[src/rtl/dbd_pkg.sv]
// types and constants shared by the driving behavior decision block
package dbd_pkg;

   // decision states
   typedef enum logic [2:0] {
      ST_CRUISE    = 3'd0,
      ST_STOPLINE  = 3'd1,
      ST_INTERSECT = 3'd2,
      ST_YIELD     = 3'd3,
      ST_EMERG     = 3'd4
   } behavior_state_type;

   // request commands
   typedef enum logic {
      CMD_OBSTACLE = 1'b0,
      CMD_DECIDE   = 1'b1
   } command_type;

   // traffic light codes
   localparam logic [1:0] LIGHT_GREEN  = 2'd0;
   localparam logic [1:0] LIGHT_YELLOW = 2'd1;
   localparam logic [1:0] LIGHT_RED    = 2'd2;

   // thresholds, 1/256 m and 1/256 m/s
   localparam logic signed [24:0] CORRIDOR_MAX  = 25'sd5120;
   localparam logic signed [23:0] LATERAL_MAX   = 24'sd332;
   localparam logic signed [16:0] MIN_REL_SPEED = 17'sd26;
   localparam logic [12:0]        EMERG_DIST    = 13'd1024;
   localparam logic [12:0]        YIELD_DIST    = 13'd2560;
   localparam logic [12:0]        CLOSE_DIST    = 13'd1536;
   localparam logic [15:0]        SLOWDOWN      = 16'd512;
   localparam logic signed [23:0] STOP_LINE_MAX = 24'sd3840;

   // accelerations, 1/256 m/s^2
   localparam logic signed [11:0] ACC_DEFAULT = 12'sd256;
   localparam logic signed [11:0] ACC_EMERG   = -12'sd1280;
   localparam logic signed [11:0] ACC_YIELD   = -12'sd384;
   localparam logic signed [11:0] ACC_STOP    = -12'sd512;

   // stop distance meaning no stop
   localparam logic signed [23:0] NO_STOP = -24'sd256;

   // request transaction
   typedef struct packed {
      command_type        command;
      logic signed [23:0] ego_x;
      logic signed [23:0] obstacle_x;
      logic signed [23:0] obstacle_y;
      logic [15:0]        obstacle_speed;
      logic [15:0]        own_speed;
      logic [15:0]        speed_limit;
      logic               line_present;
      logic signed [23:0] line_distance;
      logic               in_intersection;
      logic [1:0]         light;
   } req_payload_type;

   // response transaction
   typedef struct packed {
      logic               planned;
      behavior_state_type decided_state;
      logic [15:0]        set_speed;
      logic signed [11:0] target_accel;
      logic signed [23:0] halt_distance;
      logic               emergency_brake;
   } rsp_payload_type;

endpackage

[src/rtl/driving_behavior_decision_fsm_core.sv]
// driving behavior decision core: obstacle tracker, decision fsm, response register
// a decide transaction's response is registered and shows in the cycle after acceptance
// one transaction per cycle unless a stuck response stalls requests; the tracker compare and the decision
// logic both sit between the request port and the response register
// obstacle transactions produce no response
// reset (synchronous, active high) clears the tracker, state to cruise, enable to 0
module driving_behavior_decision_fsm_core
   import dbd_pkg::*;
(
   input  logic            clock,
   input  logic            reset,
   input  logic            csr_write_enable,
   input  logic            csr_write_data,
   input  logic            req_valid,
   output logic            req_stall,
   input  req_payload_type req_payload,
   output logic            rsp_valid,
   input  logic            rsp_stall,
   output rsp_payload_type rsp_payload
);

   logic               enable_ff;
   behavior_state_type state_ff, state_in;
   logic               found_ff, found_in;
   logic [12:0]        nearest_ff, nearest_in;
   logic [15:0]        tspeed_ff, tspeed_in;
   logic               rsp_valid_ff;
   rsp_payload_type    rsp_payload_ff, rsp_payload_in;

   logic               accept;
   logic signed [24:0] dx;
   logic               in_corridor;
   logic signed [16:0] diff;
   logic signed [18:0] diff3;
   logic               closing;
   logic               emerg_hit;
   logic               yield_hit;
   logic               approaching;
   logic               sig_stop;
   logic [15:0]        yield_speed;

   // hold off requests while a response is stuck
   assign req_stall = rsp_valid_ff && rsp_stall;
   assign accept    = req_valid && !req_stall;

   // corridor gate for obstacle reports
   assign dx = {req_payload.obstacle_x[23], req_payload.obstacle_x}
             - {req_payload.ego_x[23], req_payload.ego_x};
   assign in_corridor = (dx > 25'sd0) && (dx < CORRIDOR_MAX)
                      && (req_payload.obstacle_y <= LATERAL_MAX)
                      && (req_payload.obstacle_y >= -LATERAL_MAX);

   // time to collision tests as products
   assign diff    = $signed({1'b0, req_payload.own_speed}) - $signed({1'b0, tspeed_ff});
   assign diff3   = $signed({{2{diff[16]}}, diff}) + $signed({diff[16], diff, 1'b0});
   assign closing = diff >= MIN_REL_SPEED;
   assign emerg_hit = (nearest_ff < EMERG_DIST)
                    || (closing && ($signed({4'b0, nearest_ff}) < diff));
   assign yield_hit = (nearest_ff < YIELD_DIST)
                    || (closing && ($signed({6'b0, nearest_ff}) < diff3));

   // lane conditions
   assign approaching = req_payload.line_present
                      && (req_payload.line_distance > 24'sd0)
                      && (req_payload.line_distance < STOP_LINE_MAX);
   assign sig_stop = (req_payload.light == LIGHT_YELLOW) || (req_payload.light == LIGHT_RED);

   // yield speed, slowed down when close
   always_comb begin
      if (nearest_ff < CLOSE_DIST) begin
         yield_speed = (tspeed_ff > SLOWDOWN) ? tspeed_ff - SLOWDOWN : 16'd0;
      end else begin
         yield_speed = tspeed_ff;
      end
   end

   // tracker update, next state and response
   always_comb begin
      found_in       = found_ff;
      nearest_in     = nearest_ff;
      tspeed_in      = tspeed_ff;
      state_in       = state_ff;
      rsp_payload_in = '0;
      if (req_payload.command == CMD_OBSTACLE) begin
         if (in_corridor && (!found_ff || (dx[12:0] < nearest_ff))) begin
            found_in   = 1'b1;
            nearest_in = dx[12:0];
            tspeed_in  = req_payload.obstacle_speed;
         end
      end else begin
         found_in   = 1'b0;
         nearest_in = '0;
         tspeed_in  = '0;
         if (enable_ff) begin
            rsp_payload_in.planned       = 1'b1;
            rsp_payload_in.set_speed     = req_payload.speed_limit;
            rsp_payload_in.target_accel  = ACC_DEFAULT;
            rsp_payload_in.halt_distance = NO_STOP;
            if (found_ff && emerg_hit) begin
               state_in                       = ST_EMERG;
               rsp_payload_in.set_speed       = '0;
               rsp_payload_in.target_accel    = ACC_EMERG;
               rsp_payload_in.halt_distance   = {11'b0, nearest_ff};
               rsp_payload_in.emergency_brake = 1'b1;
            end else if (found_ff && yield_hit) begin
               state_in                     = ST_YIELD;
               rsp_payload_in.set_speed     = yield_speed;
               rsp_payload_in.target_accel  = ACC_YIELD;
               rsp_payload_in.halt_distance = {11'b0, nearest_ff};
            end else begin
               unique case (state_ff)
                  ST_CRUISE: begin
                     if (approaching && sig_stop) begin
                        state_in                     = ST_STOPLINE;
                        rsp_payload_in.set_speed     = '0;
                        rsp_payload_in.halt_distance = req_payload.line_distance;
                     end else if (req_payload.in_intersection) begin
                        state_in = ST_INTERSECT;
                     end else begin
                        state_in = ST_CRUISE;
                     end
                  end
                  ST_STOPLINE: begin
                     if (!sig_stop || !approaching) begin
                        state_in = ST_INTERSECT;
                     end else begin
                        state_in                     = ST_STOPLINE;
                        rsp_payload_in.set_speed     = '0;
                        rsp_payload_in.target_accel  = ACC_STOP;
                        rsp_payload_in.halt_distance = req_payload.line_distance;
                     end
                  end
                  ST_INTERSECT: begin
                     state_in = req_payload.in_intersection ? ST_INTERSECT : ST_CRUISE;
                  end
                  default: begin
                     state_in = ST_CRUISE;
                  end
               endcase
            end
            rsp_payload_in.decided_state = state_in;
         end
      end
   end

   // control registers
   always_ff @(posedge clock) begin
      if (reset) begin
         enable_ff    <= 1'b0;
         state_ff     <= ST_CRUISE;
         found_ff     <= 1'b0;
         nearest_ff   <= '0;
         tspeed_ff    <= '0;
         rsp_valid_ff <= 1'b0;
      end else begin
         if (csr_write_enable) begin
            enable_ff <= csr_write_data;
            if (csr_write_data && !enable_ff) begin
               state_ff <= ST_CRUISE;
            end
         end else if (accept) begin
            state_ff <= state_in;
         end
         if (accept) begin
            found_ff     <= found_in;
            nearest_ff   <= nearest_in;
            tspeed_ff    <= tspeed_in;
            rsp_valid_ff <= (req_payload.command == CMD_DECIDE);
         end else if (!rsp_stall) begin
            rsp_valid_ff <= 1'b0;
         end
      end
   end

   // response payload register
   always_ff @(posedge clock) begin
      if (accept && (req_payload.command == CMD_DECIDE)) begin
         rsp_payload_ff <= rsp_payload_in;
      end
   end

   assign rsp_valid   = rsp_valid_ff;
   assign rsp_payload = rsp_payload_ff;

endmodule

[config.mk]
export PLATFORM = sky130hd
export DESIGN_NAME = driving_behavior_decision_fsm_core
export DESIGN_NICKNAME = d
export VERILOG_FILES = /design/src/rtl/dbd_pkg.sv /design/src/rtl/driving_behavior_decision_fsm_core.sv
export SDC_FILE = /design/constraint.sdc
export NUM_CORES = 1
export LEC_CHECK = 0
export ABC_CLOCK_PERIOD_IN_PS = 10600
export CORE_UTILIZATION = 24
export CTS_CLUSTER_DIAMETER = 100
export CTS_CLUSTER_SIZE = 12
export DETAILED_ROUTE_END_ITERATION = 8
export DONT_BUFFER_PORTS = 1
export GPL_ROUTABILITY_DRIVEN = 0
export PLACE_DENSITY = 0.34
export SYNTH_ARGS = -nofsm -noshare
export SYNTH_HDL_FRONTEND = slang
export SYNTH_SLANG_ARGS = --single-unit
[constraint.sdc]
create_clock -name clock -period 10.6 [get_ports clock]
set_input_delay 0.53 -clock clock [delete_from_list [all_inputs] [get_ports clock]]
set_output_delay 0.53 -clock clock [all_outputs]
set_load 0.01 [all_outputs]
=== Word level (Yosys, flattened, before mapping) ===
Cells that the tools add are included.

* Word-level logic and storage cells: 109
* Flip-flop bits (word level): 92

* Add/subtract/negate cells: 4
* Order comparisons: 14
* Muxes and demuxes: 31
* Equal/unequal tests: 6
* Reduce and logical (&&, ||, !) cells: 36
* Bitwise logic cells: 3

{| class="wikitable"
|+ Operators by type and width
! kind !! count
|-
| $mux W52 || 3
|-
| $mux W16 || 5
|-
| $mux W57 || 1
|-
| $pmux W24 S2 || 1
|-
| $pmux W16 S2 || 1
|-
| $lt A13 B11 Y1 const B || 2
|-
| $mux W13 || 2
|-
| $gt A25 B1 Y1 const B || 1
|-
| $lt A25 B14 Y1 const B || 1
|-
| $sub A24 B24 Y25 || 1
|-
| $ge A24 B10 Y1 const B || 1
|-
| $gt A24 B1 Y1 const B || 1
|-
| $le A24 B10 Y1 const B || 1
|-
| $lt A24 B13 Y1 const B || 1
|-
| $mux W24 || 1
|-
| $add A17 B18 Y19 || 1
|-
| $lt A14 B19 Y1 || 1
|-
| $mux W3 || 6
|-
| $ge A17 B6 Y1 const B || 1
|-
| $lt A14 B17 Y1 || 1
|-
| $sub A16 B16 Y17 || 1
|-
| $gt A16 B10 Y1 const B || 1
|-
| $sub A16 B10 Y16 const B || 1
|-
| $logic_and A1 B1 Y1 || 15
|-
| 21 further kinds || 43
|}

=== Depth between registers and ports, before layout ===
* Word-level depth: 13
* Depth in mapped cells: 26

=== Worst setup path before layout ===
OpenSTA, ideal clock, no wires.

* Path kind: input to register
* From: in req_payload[44] (netlist bit)
* To: reg rsp_payload_ff (netlist bit rsp_payload[1]), data pin
* Cell stages on the path: 23
* Arrival: 5724 ps
* Slack: 4619 ps
* Required time: 10343 ps
* Path buffers: 0
* Path through: inv_1 ha_1 fa_1 and2b_1 o2111ai_1 and3_1 or4_1 and2_1 ha_1 nand2_1 inv_1 a221oi_1 and2_1 xor2_1 ha_1 nand4_1 o311a_1 a2111oi_0 nor3b_1 mux2_4 o211a_2 o21ai_1 a32o_1

* Longest elaborated chain between the ends: 8
* Elaborated cells on any way between the ends: 13
* Classes of those cells: add/sub (2); order compare (3); mux (2); reduce/logical (6)

{| class="wikitable"
|+ RTL lines
! item !! RTL line !! source
|-
| start: declaration || driving_behavior_decision_fsm_core.sv:16 || <nowiki>input req_payload_type req_payload,</nowiki>
|-
| $sub A16 B16 Y17 (*) || driving_behavior_decision_fsm_core.sv:54 || <nowiki>assign diff = $signed({1'b0, req_payload.own_speed}) - $signed({1'b0, tspeed_ff});</nowiki>
|-
| $add A17 B18 Y19 || driving_behavior_decision_fsm_core.sv:55 || <nowiki>assign diff3 = $signed({{2{diff[16]}}, diff}) + $signed({diff[16], diff, 1'b0});</nowiki>
|-
| $lt A14 B19 Y1 || driving_behavior_decision_fsm_core.sv:60 || <nowiki>|| (closing && ($signed({6'b0, nearest_ff}) < diff3));</nowiki>
|-
| $logic_and A1 B1 Y1 || driving_behavior_decision_fsm_core.sv:60 ||
|-
| $logic_or A1 B1 Y1 || driving_behavior_decision_fsm_core.sv:60 ||
|-
| $logic_and A1 B1 Y1 || driving_behavior_decision_fsm_core.sv:105 || <nowiki>end else if (found_ff && yield_hit) begin</nowiki>
|-
| $mux W52 || driving_behavior_decision_fsm_core.sv:105 ||
|-
| $mux W52 (*) || driving_behavior_decision_fsm_core.sv:99 || <nowiki>if (found_ff && emerg_hit) begin</nowiki>
|-
| end signal: assignment || driving_behavior_decision_fsm_core.sv:178 || <nowiki>rsp_payload_ff <= rsp_payload_in;</nowiki>
|-
| end: declaration || driving_behavior_decision_fsm_core.sv:28 || <nowiki>rsp_payload_type rsp_payload_ff, rsp_payload_in;</nowiki>
|}

Every way passes the cells marked *; elsewhere a longest branch is shown, timed or not.
A chain may end at the register's enable or synchronous reset.

=== Final worst setup path ===
* From: reg tspeed_ff[0]
* To: reg rsp_payload_ff (netlist bit rsp_payload[40]), data pin

* Longest elaborated chain between the ends: 7
* Elaborated cells on any way between the ends: 17
* Classes of those cells: add/sub (3); order compare (4); mux (3); reduce/logical (7)

{| class="wikitable"
|+ RTL lines
! item !! RTL line !! source
|-
| start: declaration || driving_behavior_decision_fsm_core.sv:26 || <nowiki>logic [15:0] tspeed_ff, tspeed_in;</nowiki>
|-
| start signal: assignment || driving_behavior_decision_fsm_core.sv:167 || <nowiki>tspeed_ff <= tspeed_in;</nowiki>
|-
| $sub A16 B16 Y17 || driving_behavior_decision_fsm_core.sv:54 ||
|-
| $add A17 B18 Y19 || driving_behavior_decision_fsm_core.sv:55 ||
|-
| $lt A14 B19 Y1 || driving_behavior_decision_fsm_core.sv:60 ||
|-
| $logic_and A1 B1 Y1 || driving_behavior_decision_fsm_core.sv:60 ||
|-
| $logic_or A1 B1 Y1 || driving_behavior_decision_fsm_core.sv:60 ||
|-
| $logic_and A1 B1 Y1 || driving_behavior_decision_fsm_core.sv:105 ||
|-
| $mux W52 || driving_behavior_decision_fsm_core.sv:105 ||
|}

Several ways; a longest one is shown, not always the timed one.

==> run summary <==
Yosys reg bits -> 83
wirelength, routed -> 26.1 mm
Layout area overhead -> 8.69%
routed vias/inst -> 4.94
run status -> complete, no violations
Fin. Hold Viols -> 0
via count -> 6755
Post-CTS Setup Bufs -> 0
Starting DRT DRC Count -> 335
total gr overflow -> 0
Power Density -> 110 nW/µm²
post-synthesis area per instance -> 8.65 µm²
final setup fails -> 0
dpl ws -> 3.56 ns
reg2reg end -> rsp_payload[40]
Critical Path Source Type -> register
All-Layer GR Usage -> 15.3%
arrival time at the worst endpoint -> 6.97 ns
DR DRC count -> 0
Reg-to-Reg Start -> tspeed_ff[0]
Worst Min Path Start -> reset
Synth Instances -> 934
total negative slack -> 0 ns
die height -> 185 µm
hold depth -> 1
fraction of the yosys area taken by sequential cells -> 26.5%
DIE AREA -> 34400 µm²
clk buf depth -> 2
first-pass GRT wire length -> 40.0 mm
Root Driver -> clkbuf_16
initial antenna violation count -> 0
layout cells sized above 1 -> 5.18%
CTS tree -> built
Reg2Reg Depth -> 22
Post-DRT Antenna Nets -> 0
setup ws final -> 3.84 ns
most common flop cell mapped by yosys -> edfxtp_1
TritonCTS Buffers -> 9
Synth warnings -> 0
per-cell routed wire length -> 19.1 µm
Post-synth EDFFs -> 48
H-tree Lvls -> 3
Placeable Area -> 32900 µm²
Synth area leaders -> edfxtp_1 (18%), ha_1 (15%), dfxtp_1 (8.7%), nand2_1 (4.6%), mux2i_1 (4.0%)
cts repair resizes -> 0
Post-synth ARST share -> 0%
critical path type -> register to register
Synth top cells by count -> nand2_1 (99), ha_1 (98), inv_1 (85)
vias in the first global route -> 6797
max-cap violations -> 0
# hold bufs at CTS -> 0
CP required -> 10.81 ns
Starting Density -> 24.6%
CP endpoint kind -> register
Tcrit/Tclk final -> 63.8%
top-count cell post-synth -> nand2_1
worst vdd ir -> 0.0617 mV
clk slew on worst S/H paths -> 0.07 ns
number of clock sinks -> 83
Die Span X -> 185 µm
Yosys top cell by area -> edfxtp_1
largest net degree at the start of global routing -> 51
Leak Pwr -> 3.59 nW
# diodes -> 0
# rows -> 66
drt pass-1 iters -> 5
clock skew -> 0.0135 ns
Clock Latency Late Sink -> 0.35 ns
Final nets -> 1177
Port Buf Inserts -> 0
Top Ports -> 214
worst-path fanout max -> 16
worst-margin pin slew -> 1.14 ns
Unique masters post-synth -> 87
minimum clock period -> 6.76 ns
FMAX -> 148 MHz
Max Slew Vio Count -> 0
share of the synthesized area in the top cell type -> 17.8%
DPL Wire Length -> 21.4 mm
unrepaired setup endpoints after global routing -> false
R2R Setup Slk -> 3.84 ns
critical path startpoint -> tspeed_ff[0]
Worst slew margin -> 23.4%
Worst Hold Class -> input pin to register
Post-Syn Area -> 8080 µm²
hold endpoint -> enable_ff
==> flip-flops by register name, summed over array words and instances, names as in the netlist <==
signal	cells
rsp_payload	48
tspeed_ff	16
nearest_ff	13
state_ff	3
enable_ff	1
found_ff	1
rsp_valid	1
==> per-layer routing <==
layer  wire length, µm  up-vias  GRT usage [%]
li1                  -     3432              -
met1             12000     3153           19.5
met2             12500      153           26.2
met3              1200       17           3.15
met4               408        0           3.77
met5                 0        -              0
==> through the flow <==
| stage | instance area [µm²] | power (mW) | utilization [%] | instances | hold WS [ns] |
|---|---|---|---|---|---|
| after detailed placement | 8520 | 0.679 | 25.9 | 1352 | 0.478 |
| final | 8780 | 0.968 | 26.7 | 1368 | 0.240 |
| after global routing | 8780 | 1.03 | 26.7 | 1368 | 0.223 |
| after CTS | 8780 | 0.981 | 26.7 | 1368 | 0.225 |
| after global placement | 8520 | 0.683 | 25.9 | 1352 | 0.472 |
| after floorplan | 8100 | 0.606 | - | 940 | 0.447 |
==> critical path: stages, from the launching register on <==
cell and delay [ns]:
dfxtp_1 0.34, ha_1 0.22, fa_1 0.42, and2b_1 0.28
o2111ai_1 0.20, and3_1 0.26, or4_1 0.59, and2_1 0.26
ha_1 0.38, nand2_1 0.08, inv_1 0.05, a221oi_1 0.43
and2_1 0.21, xor2_1 0.08, ha_1 0.29, nand4_1 0.12
o311a_1 0.37, a2111oi_0 0.49, nor3b_1 0.25, mux2_4 0.20
o211ai_4 0.18, a211oi_4 0.67, a22o_1 0.25
==> logic make-up after synthesis <==
| family | share of synthesized area, % |
|---|---|
| XOR/XNOR | 5.10 |
| AO/OA/AOI/OAI | 23.7 |
| AND/OR/NAND/NOR | 17.8 |
| multiplexers | 4.43 |
| adder cells (fa/ha/maj) | 15.9 |
| other | 0.0464 |
| flip-flops | 26.5 |
| buffers and inverters | 6.54 |
==> worst max path at each step <==
stage	end	slack [ns]	cells after the start
finish	rsp_payload[40]	3.84	22
global placement	rsp_payload[42]	3.73	23
global route	rsp_payload[40]	3.23	22
floorplan	rsp_payload[1]	4.62	23
CTS	rsp_payload[40]	3.77	22
detailed placement	rsp_payload[40]	3.56	23
==> area by class of cell <==
type | count | area [µm²]
inverter | 89 | 334
multi-input combinational | 732 | 5440
clock inverter | 4 | 27.5
clock buffer | 12 | 236
sequential | 83 | 2140
tap | 442 | 553
fill | 3672 | 24100
timing repair buffer | 6 | 45.0
==> power breakdown <==
group	switching, mW	total, mW	internal, mW
clock network	0.137	0.296	0.159
logic	0.193	0.317	0.124
registers	0.00730	0.356	0.348
==> cells in the final DEF (no fill, tap or decap), drive strengths merged, types with 5 or more instances in the layout <==
cell type,netlist,routed
o211ai,12,12
o21ai,32,32
a31oi,8,8
o21a,12,12
nor2,46,46
a211oi,18,18
nand3,14,14
o22ai,5,5
edfxtp,48,48
nand4,18,18
and3,11,11
or2,5,5
and2,7,7
a32o,9,9
clkbuf,17,12
nand2b,12,12
a22o,15,15
or3,8,8
o21bai,5,5
dfxtp,35,35
inv,88,88
ha,98,98
a21oi,56,56
nand2,99,99
xor2,15,15
or4,8,8
nor3,17,17
xnor2,32,32
mux2i,32,32
nor2b,11,11
a2111oi,5,5
a21o,19,19
buf,19,6
a21boi,6,6
nor4,16,16
conb,1,7
o31ai,9,9
No activity file was read; power rests on OpenSTA's default activity.
